### src/hdl/ffed_pkg.sv
// Shared types, constants and helper functions of the flux field endpoint detector.
`default_nettype none

package ffed_pkg;

    localparam int FLUX_W     = 16;
    localparam int THR_W      = 15;
    localparam int WIDTH_W    = 12;
    localparam int COL_W      = 11;
    localparam int MAX_WIDTH  = 2048;
    localparam int CFG_IDX_W  = 1;
    localparam int CFG_DATA_W = 15;
    localparam int SEC_W      = 3;
    localparam int PIX_W      = SEC_W + 1;
    localparam int LINE_W     = PIX_W + 1;
    localparam int PROD_W     = 2 * FLUX_W + 1;
    localparam int SQ_W       = 2 * FLUX_W - 1;

    localparam logic [CFG_IDX_W-1:0] REG_MAGNITUDE_THRESHOLD = 1'b0;
    localparam logic [CFG_IDX_W-1:0] REG_IMAGE_WIDTH         = 1'b1;

    localparam logic [WIDTH_W-1:0] WIDTH_RESET = WIDTH_W'(MAX_WIDTH);
    localparam logic [WIDTH_W-1:0] WIDTH_MIN   = WIDTH_W'(2);
    localparam logic [WIDTH_W-1:0] WIDTH_MAX   = WIDTH_W'(MAX_WIDTH);

    // direction sectors, named after the neighbor they point at
    localparam logic [SEC_W-1:0] SEC_D  = 3'd0;
    localparam logic [SEC_W-1:0] SEC_DR = 3'd1;
    localparam logic [SEC_W-1:0] SEC_R  = 3'd2;
    localparam logic [SEC_W-1:0] SEC_UR = 3'd3;
    localparam logic [SEC_W-1:0] SEC_U  = 3'd4;
    localparam logic [SEC_W-1:0] SEC_UL = 3'd5;
    localparam logic [SEC_W-1:0] SEC_L  = 3'd6;
    localparam logic [SEC_W-1:0] SEC_DL = 3'd7;

    typedef struct packed {
        logic                     op;
        logic signed [FLUX_W-1:0] flux_down;
        logic signed [FLUX_W-1:0] flux_right;
    } in_item_t;

    typedef struct packed {
        logic             is_ending;
        logic [COL_W-1:0] pixel_column;
        logic             row_done;
        logic             frame_done;
    } out_item_t;

    // position and row flags of a pixel as it moves down the pipeline
    typedef struct packed {
        logic [COL_W-1:0] col;
        logic             last;
        logic             flush;
        logic             row_ge1;
        logic             row_ge2;
    } pos_t;

    function automatic logic [SEC_W-1:0] sector_of(
        input logic narrow_down,
        input logic narrow_right,
        input logic neg_down,
        input logic neg_right
    );
        logic [SEC_W-1:0] s;
        if (narrow_down)
            s = neg_down ? SEC_U : SEC_D;
        else if (narrow_right)
            s = neg_right ? SEC_L : SEC_R;
        else if (!neg_down)
            s = neg_right ? SEC_DL : SEC_DR;
        else
            s = neg_right ? SEC_UL : SEC_UR;
        return s;
    endfunction

    // window masks: bit 0 left, bit 1 center, bit 2 right
    function automatic logic is_end(
        input logic [PIX_W-1:0] ctr,
        input logic [2:0]       top,
        input logic [2:0]       mid,
        input logic [2:0]       bot,
        input logic             topv,
        input logic             botv,
        input logic             leftv,
        input logic             rightv
    );
        logic nb_mask;
        logic nb_ok;
        case (ctr[SEC_W-1:0])
            SEC_D:
            begin
                nb_mask = bot[1];
                nb_ok   = botv;
            end
            SEC_DR:
            begin
                nb_mask = bot[2];
                nb_ok   = botv && rightv;
            end
            SEC_R:
            begin
                nb_mask = mid[2];
                nb_ok   = rightv;
            end
            SEC_UR:
            begin
                nb_mask = top[2];
                nb_ok   = topv && rightv;
            end
            SEC_U:
            begin
                nb_mask = top[1];
                nb_ok   = topv;
            end
            SEC_UL:
            begin
                nb_mask = top[0];
                nb_ok   = topv && leftv;
            end
            SEC_L:
            begin
                nb_mask = mid[0];
                nb_ok   = leftv;
            end
            SEC_DL:
            begin
                nb_mask = bot[0];
                nb_ok   = botv && leftv;
            end
            default:
            begin
                nb_mask = 1'b1;
                nb_ok   = 1'b0;
            end
        endcase
        return ctr[SEC_W] && nb_ok && !nb_mask;
    endfunction

endpackage

`default_nettype wire

### src/hdl/ffed_if.sv
// Valid/ready stream interfaces for pixel input and endpoint results.
`default_nettype none

interface ffed_in_if;
    logic               valid;
    logic               ready;
    ffed_pkg::in_item_t data;

    modport source (output valid, output data, input ready);
    modport sink   (input valid, input data, output ready);
endinterface


`default_nettype wire

### src/hdl/ffed_classify.sv
// Pixel position tracking and three-stage foreground / direction classification.
`default_nettype none

module ffed_classify (
    input  logic                          clk,
    input  logic                          rst_n,
    ffed_in_if.sink                       pixel,
    input  logic [ffed_pkg::THR_W-1:0]    threshold,
    input  logic [ffed_pkg::WIDTH_W-1:0]  image_width,
    output logic                          px_valid,
    input  logic                          px_ready,
    output logic [ffed_pkg::PIX_W-1:0]    px_code,
    output ffed_pkg::pos_t                px_pos
);

    localparam logic [1:0] ROW_SAT = 2'd2;

    function automatic logic [ffed_pkg::FLUX_W-1:0] magnitude(
        input logic [ffed_pkg::FLUX_W-1:0] x
    );
        return x[ffed_pkg::FLUX_W-1] ? (~x + 1'b1) : x;
    endfunction

    // position counters; row count saturates at 2 (only >=1 and >=2 matter)
    logic [ffed_pkg::COL_W-1:0]   col_reg;
    logic [1:0]                   row_reg;
    logic                         flush_reg;

    logic [ffed_pkg::COL_W-1:0]   last_col;
    logic                         at_start;
    logic                         flush_now;
    logic                         drop;
    logic                         last;
    logic                         accept;
    ffed_pkg::pos_t               pos_in;

    logic                         s1_v_reg;
    logic [ffed_pkg::FLUX_W-1:0]  s1_a_reg;
    logic [ffed_pkg::FLUX_W-1:0]  s1_b_reg;
    logic                         s1_nd_reg;
    logic                         s1_nr_reg;
    ffed_pkg::pos_t               s1_pos_reg;

    logic                         s2_v_reg;
    logic [ffed_pkg::SQ_W-1:0]    s2_aa_reg;
    logic [ffed_pkg::SQ_W-1:0]    s2_bb_reg;
    logic [ffed_pkg::SQ_W-1:0]    s2_tt_reg;
    logic [ffed_pkg::SQ_W-1:0]    s2_pa_reg;
    logic [ffed_pkg::SQ_W-1:0]    s2_pb_reg;
    logic                         s2_gta_reg;
    logic                         s2_gtb_reg;
    logic                         s2_nd_reg;
    logic                         s2_nr_reg;
    ffed_pkg::pos_t               s2_pos_reg;

    logic                         s3_v_reg;
    logic [ffed_pkg::PIX_W-1:0]   s3_code_reg;
    ffed_pkg::pos_t               s3_pos_reg;

    logic                         s1_adv;
    logic                         s2_adv;
    logic                         s3_adv;

    logic [ffed_pkg::FLUX_W:0]    a17;
    logic [ffed_pkg::FLUX_W:0]    b17;
    logic [ffed_pkg::FLUX_W:0]    a2;
    logic [ffed_pkg::FLUX_W:0]    b2;
    logic [ffed_pkg::FLUX_W:0]    da;
    logic [ffed_pkg::FLUX_W:0]    db;
    logic                         gta;
    logic                         gtb;
    logic [ffed_pkg::PROD_W-1:0]  aa_full;
    logic [ffed_pkg::PROD_W-1:0]  bb_full;
    logic [ffed_pkg::PROD_W-1:0]  tt_full;
    logic [ffed_pkg::PROD_W-1:0]  pa_full;
    logic [ffed_pkg::PROD_W-1:0]  pb_full;

    logic [ffed_pkg::SQ_W:0]      mag_sum;
    logic                         fg;
    logic                         narrow_down;
    logic                         narrow_right;
    logic [ffed_pkg::PIX_W-1:0]   code_next;

    always_comb
    begin
        if (image_width < ffed_pkg::WIDTH_MIN)
            last_col = ffed_pkg::COL_W'(1);
        else if (image_width > ffed_pkg::WIDTH_MAX)
            last_col = ffed_pkg::COL_W'(ffed_pkg::MAX_WIDTH - 1);
        else
            last_col = ffed_pkg::COL_W'(image_width - 1'b1);
    end

    assign at_start  = (col_reg == '0);
    assign flush_now = at_start ? pixel.data.op : flush_reg;
    assign drop      = at_start && pixel.data.op && (row_reg == '0);
    assign last      = (col_reg >= last_col);
    assign accept    = pixel.valid && pixel.ready;

    assign pos_in.col     = col_reg;
    assign pos_in.last    = last;
    assign pos_in.flush   = flush_now;
    assign pos_in.row_ge1 = (row_reg != '0);
    assign pos_in.row_ge2 = (row_reg == ROW_SAT);

    always_ff @(posedge clk or negedge rst_n)
    begin
        if (!rst_n)
        begin
            col_reg   <= '0;
            row_reg   <= '0;
            flush_reg <= 1'b0;
        end
        else if (accept && !drop)
        begin
            if (last)
            begin
                col_reg   <= '0;
                flush_reg <= 1'b0;
                if (flush_now)
                    row_reg <= '0;
                else if (row_reg != ROW_SAT)
                    row_reg <= row_reg + 1'b1;
            end
            else
            begin
                col_reg   <= col_reg + 1'b1;
                flush_reg <= flush_now;
            end
        end
    end

    // stall chain
    assign s3_adv      = !s3_v_reg || px_ready;
    assign s2_adv      = !s2_v_reg || s3_adv;
    assign s1_adv      = !s1_v_reg || s2_adv;
    assign pixel.ready = s1_adv;

    // stage 2 products
    assign a17     = {1'b0, s1_a_reg};
    assign b17     = {1'b0, s1_b_reg};
    assign a2      = {s1_a_reg, 1'b0};
    assign b2      = {s1_b_reg, 1'b0};
    assign gta     = a17 > b2;
    assign gtb     = b17 > a2;
    assign da      = a17 - b2;
    assign db      = b17 - a2;
    assign aa_full = ffed_pkg::PROD_W'(s1_a_reg) * ffed_pkg::PROD_W'(s1_a_reg);
    assign bb_full = ffed_pkg::PROD_W'(s1_b_reg) * ffed_pkg::PROD_W'(s1_b_reg);
    assign tt_full = ffed_pkg::PROD_W'(threshold) * ffed_pkg::PROD_W'(threshold);
    assign pa_full = ffed_pkg::PROD_W'(s1_a_reg) * ffed_pkg::PROD_W'(da);
    assign pb_full = ffed_pkg::PROD_W'(s1_b_reg) * ffed_pkg::PROD_W'(db);

    // stage 3 compares: b < tan(22.5)*a  <=>  b^2 < a*(a-2b)
    assign mag_sum      = {1'b0, s2_aa_reg} + {1'b0, s2_bb_reg};
    assign fg           = mag_sum > {1'b0, s2_tt_reg};
    assign narrow_down  = s2_gta_reg && (s2_bb_reg < s2_pa_reg);
    assign narrow_right = s2_gtb_reg && (s2_aa_reg < s2_pb_reg);

    always_comb
    begin
        if (s2_pos_reg.flush || !fg)
            code_next = '0;
        else
            code_next = {1'b1, ffed_pkg::sector_of(narrow_down, narrow_right,
                                                   s2_nd_reg, s2_nr_reg)};
    end

    always_ff @(posedge clk or negedge rst_n)
    begin
        if (!rst_n)
        begin
            s1_v_reg <= 1'b0;
            s2_v_reg <= 1'b0;
            s3_v_reg <= 1'b0;
        end
        else
        begin
            if (s1_adv)
                s1_v_reg <= accept && !drop;
            if (s2_adv)
                s2_v_reg <= s1_v_reg;
            if (s3_adv)
                s3_v_reg <= s2_v_reg;
        end
    end

    always_ff @(posedge clk)
    begin
        if (s1_adv)
        begin
            s1_a_reg   <= magnitude(pixel.data.flux_down);
            s1_b_reg   <= magnitude(pixel.data.flux_right);
            s1_nd_reg  <= pixel.data.flux_down[ffed_pkg::FLUX_W-1];
            s1_nr_reg  <= pixel.data.flux_right[ffed_pkg::FLUX_W-1];
            s1_pos_reg <= pos_in;
        end
        if (s2_adv)
        begin
            s2_aa_reg  <= aa_full[ffed_pkg::SQ_W-1:0];
            s2_bb_reg  <= bb_full[ffed_pkg::SQ_W-1:0];
            s2_tt_reg  <= tt_full[ffed_pkg::SQ_W-1:0];
            s2_pa_reg  <= pa_full[ffed_pkg::SQ_W-1:0];
            s2_pb_reg  <= pb_full[ffed_pkg::SQ_W-1:0];
            s2_gta_reg <= gta;
            s2_gtb_reg <= gtb;
            s2_nd_reg  <= s1_nd_reg;
            s2_nr_reg  <= s1_nr_reg;
            s2_pos_reg <= s1_pos_reg;
        end
        if (s3_adv)
        begin
            s3_code_reg <= code_next;
            s3_pos_reg  <= s2_pos_reg;
        end
    end

    assign px_valid = s3_v_reg;
    assign px_code  = s3_code_reg;
    assign px_pos   = s3_pos_reg;

endmodule

`default_nettype wire

### src/flat_wrapper.sv
// flat-port wrapper written by rule: the top's interface ports become plain ports
module ffed_classify_flat 
  (clk, rst_n, threshold, image_width, px_valid, px_ready, px_code, px_pos, pixel_valid, pixel_data, pixel_ready);
  ffed_in_if pixel_i ();
  input  logic clk;
  input  logic rst_n;
  input  logic [ffed_pkg::THR_W-1:0] threshold;
  input  logic [ffed_pkg::WIDTH_W-1:0] image_width;
  output logic px_valid;
  input  logic px_ready;
  output logic [ffed_pkg::PIX_W-1:0] px_code;
  output ffed_pkg::pos_t px_pos;
  input wire logic [$bits(pixel_i.valid)-1:0] pixel_valid;
  input wire logic [$bits(pixel_i.data)-1:0] pixel_data;
  output wire logic [$bits(pixel_i.ready)-1:0] pixel_ready;
  assign pixel_i.valid = pixel_valid;
  assign pixel_i.data = pixel_data;
  assign pixel_ready = pixel_i.ready;
  ffed_classify u_core (.clk(clk), .rst_n(rst_n), .pixel(pixel_i), .threshold(threshold), .image_width(image_width), .px_valid(px_valid), .px_ready(px_ready), .px_code(px_code), .px_pos(px_pos));
endmodule
### config.mk
export PLATFORM = sky130hd
export DESIGN_NAME = ffed_classify_flat
export DESIGN_NICKNAME = d
export VERILOG_FILES = /design/src/hdl/ffed_pkg.sv /design/src/hdl/ffed_if.sv /design/src/hdl/ffed_classify.sv /design/src/flat_wrapper.sv
export SDC_FILE = /design/constraint.sdc
export NUM_CORES = 2
export LEC_CHECK = 0
export ABC_AREA = 1
export BUFFER_PORTS_ARGS = -buffer_cell sky130_fd_sc_hd__buf_2
export CAP_MARGIN = 0
export CORE_ASPECT_RATIO = 1.2
export CORE_MARGIN = 5
export CORE_UTILIZATION = 25
export DETAILED_ROUTE_END_ITERATION = 6
export PLACE_DENSITY = 0.4
export SKIP_LAST_GASP = 1
export SLEW_MARGIN = 5
export SYNTH_ARGS = -nofsm -noshare
export SYNTH_HDL_FRONTEND = slang
export SYNTH_SLANG_ARGS = --single-unit
### constraint.sdc
create_clock -name clk -period 8.1 [get_ports clk]
set_clock_uncertainty 0.1 [all_clocks]
set_input_delay 2.025 -clock clk [delete_from_list [all_inputs] [get_ports clk]]
set_output_delay 2.025 -clock clk [all_outputs]
set_load 0.02 [all_outputs]
==> impl_metrics.yaml <==
status:
  status: "finished clean"
logic_synthesis:
  synth.largest_area_cell: "fa_1"
  synth_commonest_cells: "inv_1 (1667), nand2_1 (1109), fa_1 (881), ha_1 (638), nor2_1 (428)"
  synth_nets: 7756
  synth.distinct_cells: 54
  synth_edf_count: 236
  netlist.area_leader.share_pct: 33.7
  ys_warn_count: 0
  synth_area_mm2: 0.0524
  syn_inst: 6173
  async_flop_share_pct: 6.72
  ys_seq_area_share_pct: 14.3
  synth_most_common_cell: "inv_1"
  synth.area.top_cells: "fa_1 (34%), ha_1 (15%), edfxtp_1 (14%)"
  syn_area_per_cell_um2: 8.49
  synth_seq_cells: 253
  synthFlopType: "edfxtp_1"
clocking:
  htreeDepth: 2
  cts_tree: "done"
  cts_sinks: 253
  cts-buffers-inserted: 36
  cts_root_buffer: "clkbuf_16"
  clkSlewWorstSetupHoldPaths_ns: 0.06
  clk-insertion-delay-late_ns: 0.58
  cts_max_path_buffers: 3
worst_hold_path:
  holdCritPathClass: "flop to flop"
detailed_routing:
  wl_um: 166000
  drt_first_pass_iters: 5
  drtAntennaViolNets: 0
  vias: 39162
  via_per_inst: 4.30
  drt_iter0_drc: 1647
  drc: 0
  routedWlPerCell_um: 18.2
layout:
  fill_cells: 22832
  multiInputGateArea_mm2: 0.0381
  fin_nets: 7868
  area_growth_pct: 10.8
  drive_above_1_share_pct: 5.20
  seq_area_mm2: 0.00751
sta:
  hold_violations: 0
  maxSlewViolCount: 0
  fmax_mhz: 131
  timing.final.crit_share_pct: 94.5
  relSlewSlack_pct: 41.0
  fin_crit_ns: 7.66
  tightest_slew_ns: 0.886
  hold_ws_ns: 0.317
  fin_ws_ns: 0.442
  setup_viol: 0
  rsz0062_at_grt: "yes"
floorplanning:
  die_w_um: 428
  io_pins: 85
  coreArea_mm2: 0.209
  fp.dieH_um: 511
  rows: 184
  dieArea_mm2: 0.219
  start_util_pct: 25.1
placed_design:
  dp_slack_ns: 0.259
  hpwl_um: 141000
  gp_congestion: 0.857
  numPortBuffers: 84
critical_path:
  cp_slowest_cell: "fa_1"
  start_kind: "flop"
  cpPeakStageDelay_ns: 0.56
  crit_top_cell: "fa_1"
  worstPathArrival_ns: 7.88
  critPathTopFamily: "adder cells"
  path_class: "flop to flop"
  endpoint_kind: "flop"
  cp_num_buf_inv: 7
  cp.required_ns: 8.32
  crit_fanout: 4
grt:
  overflow: 0
  grt_max_degree: 87
  antenna_found_initial: 16
  grt_pass1_wl_um: 258000
  track_usage_pct: 15.2
  grt_pass1_vias: 43247
flow_run:
  maxCapViolCount: 0
## per-layer routing
layer	part of all wire (%)	global-route usage, %
met1	42	18.4
met2	52	28.6
met3	2.6	1.30
met4	3.2	4.41
met5	0.040	0
## kinds of logic after synthesis
| kind of cell | count (synthesis) | share of synthesized area, % |
|---|---|---|
| buffers and inverters | 1821 | 13.1 |
| and+or+nand+nor | 1810 | 13.9 |
| adders and majority gates | 1519 | 48.9 |
| AOI/OAI and AO/OA | 535 | 5.70 |
| DFF | 253 | 14.3 |
| xor gates and xnor gates | 235 | 4.03 |
## worst paths after layout
path	slack, ns	end	depth (start not counted)	from
min in group asynchronous	1.27	u_core.px_valid	1	rst_n
max in group asynchronous	6.32	u_core.col_reg[6]	1	rst_n
min	0.32	u_core.px_pos[10]	0	u_core.s2_pos_reg[10]
min reg2reg	0.32	u_core.px_pos[10]	0	u_core.s2_pos_reg[10]
max	0.44	u_core.s2_pa_reg[29]	32	u_core.s1_a_reg[1]
max reg2reg	0.44	u_core.s2_pa_reg[29]	32	u_core.s1_a_reg[1]
## placed cells by master, fill, tap and decap left out, types with 18 or more instances in the layout
cell and count:
inv_1 1664, nand2_1 1106, fa_1 881, ha_1 637
nor2_1 428, a21oi_1 274, edfxtp_1 236, xor2_1 148
nand3_1 125, o21ai_0 118, buf_4 117, buf_2 84
xnor2_1 83, nor3_1 45, clkbuf_16 37, nand4_1 34
o21ai_1 20, o21bai_1 20, a21o_1 19, nor4_1 18
or2_2 18
## stage by stage
| step | std cells | area (um^2) | setup TNS [ns] | util (%) |
|---|---|---|---|---|
| after CTS | 9098 | 57900 | 0 | 27.7 |
| after detailed placement | 9032 | 56700 | 0 | 27.1 |
| final | 9116 | 58000 | 0 | 27.8 |
| after floorplan | 6173 | 52400 | 0 | - |
| after global placement | 9032 | 56700 | 0 | 27.1 |
| after global routing | 9107 | 58000 | -0.0191 | 27.8 |
## cell type report
cell class | count | share of cell area, %
repair inverters | 1 | 0.00862
clock buffers | 40 | 1.61
inverters | 1690 | 11.0
diodes | 13 | 0.0561
multi-input cells | 4099 | 65.6
flip-flops and latches | 253 | 12.9
clock inverters | 26 | 0.511
well taps | 2790 | 6.02
repair buffers | 204 | 2.33
## what timing repair did
action / 4_1_cts / 5_1_grt
endpoints found under the setup margin: 0 / 10
hold buffers: 0 / 0
gates resized for setup: 0 / 13
setup buffers: 0 / 4
Power is left out: the tool's default activity adds up to more than one toggle a clock period on the data nets, which glitch-free logic cannot reach.
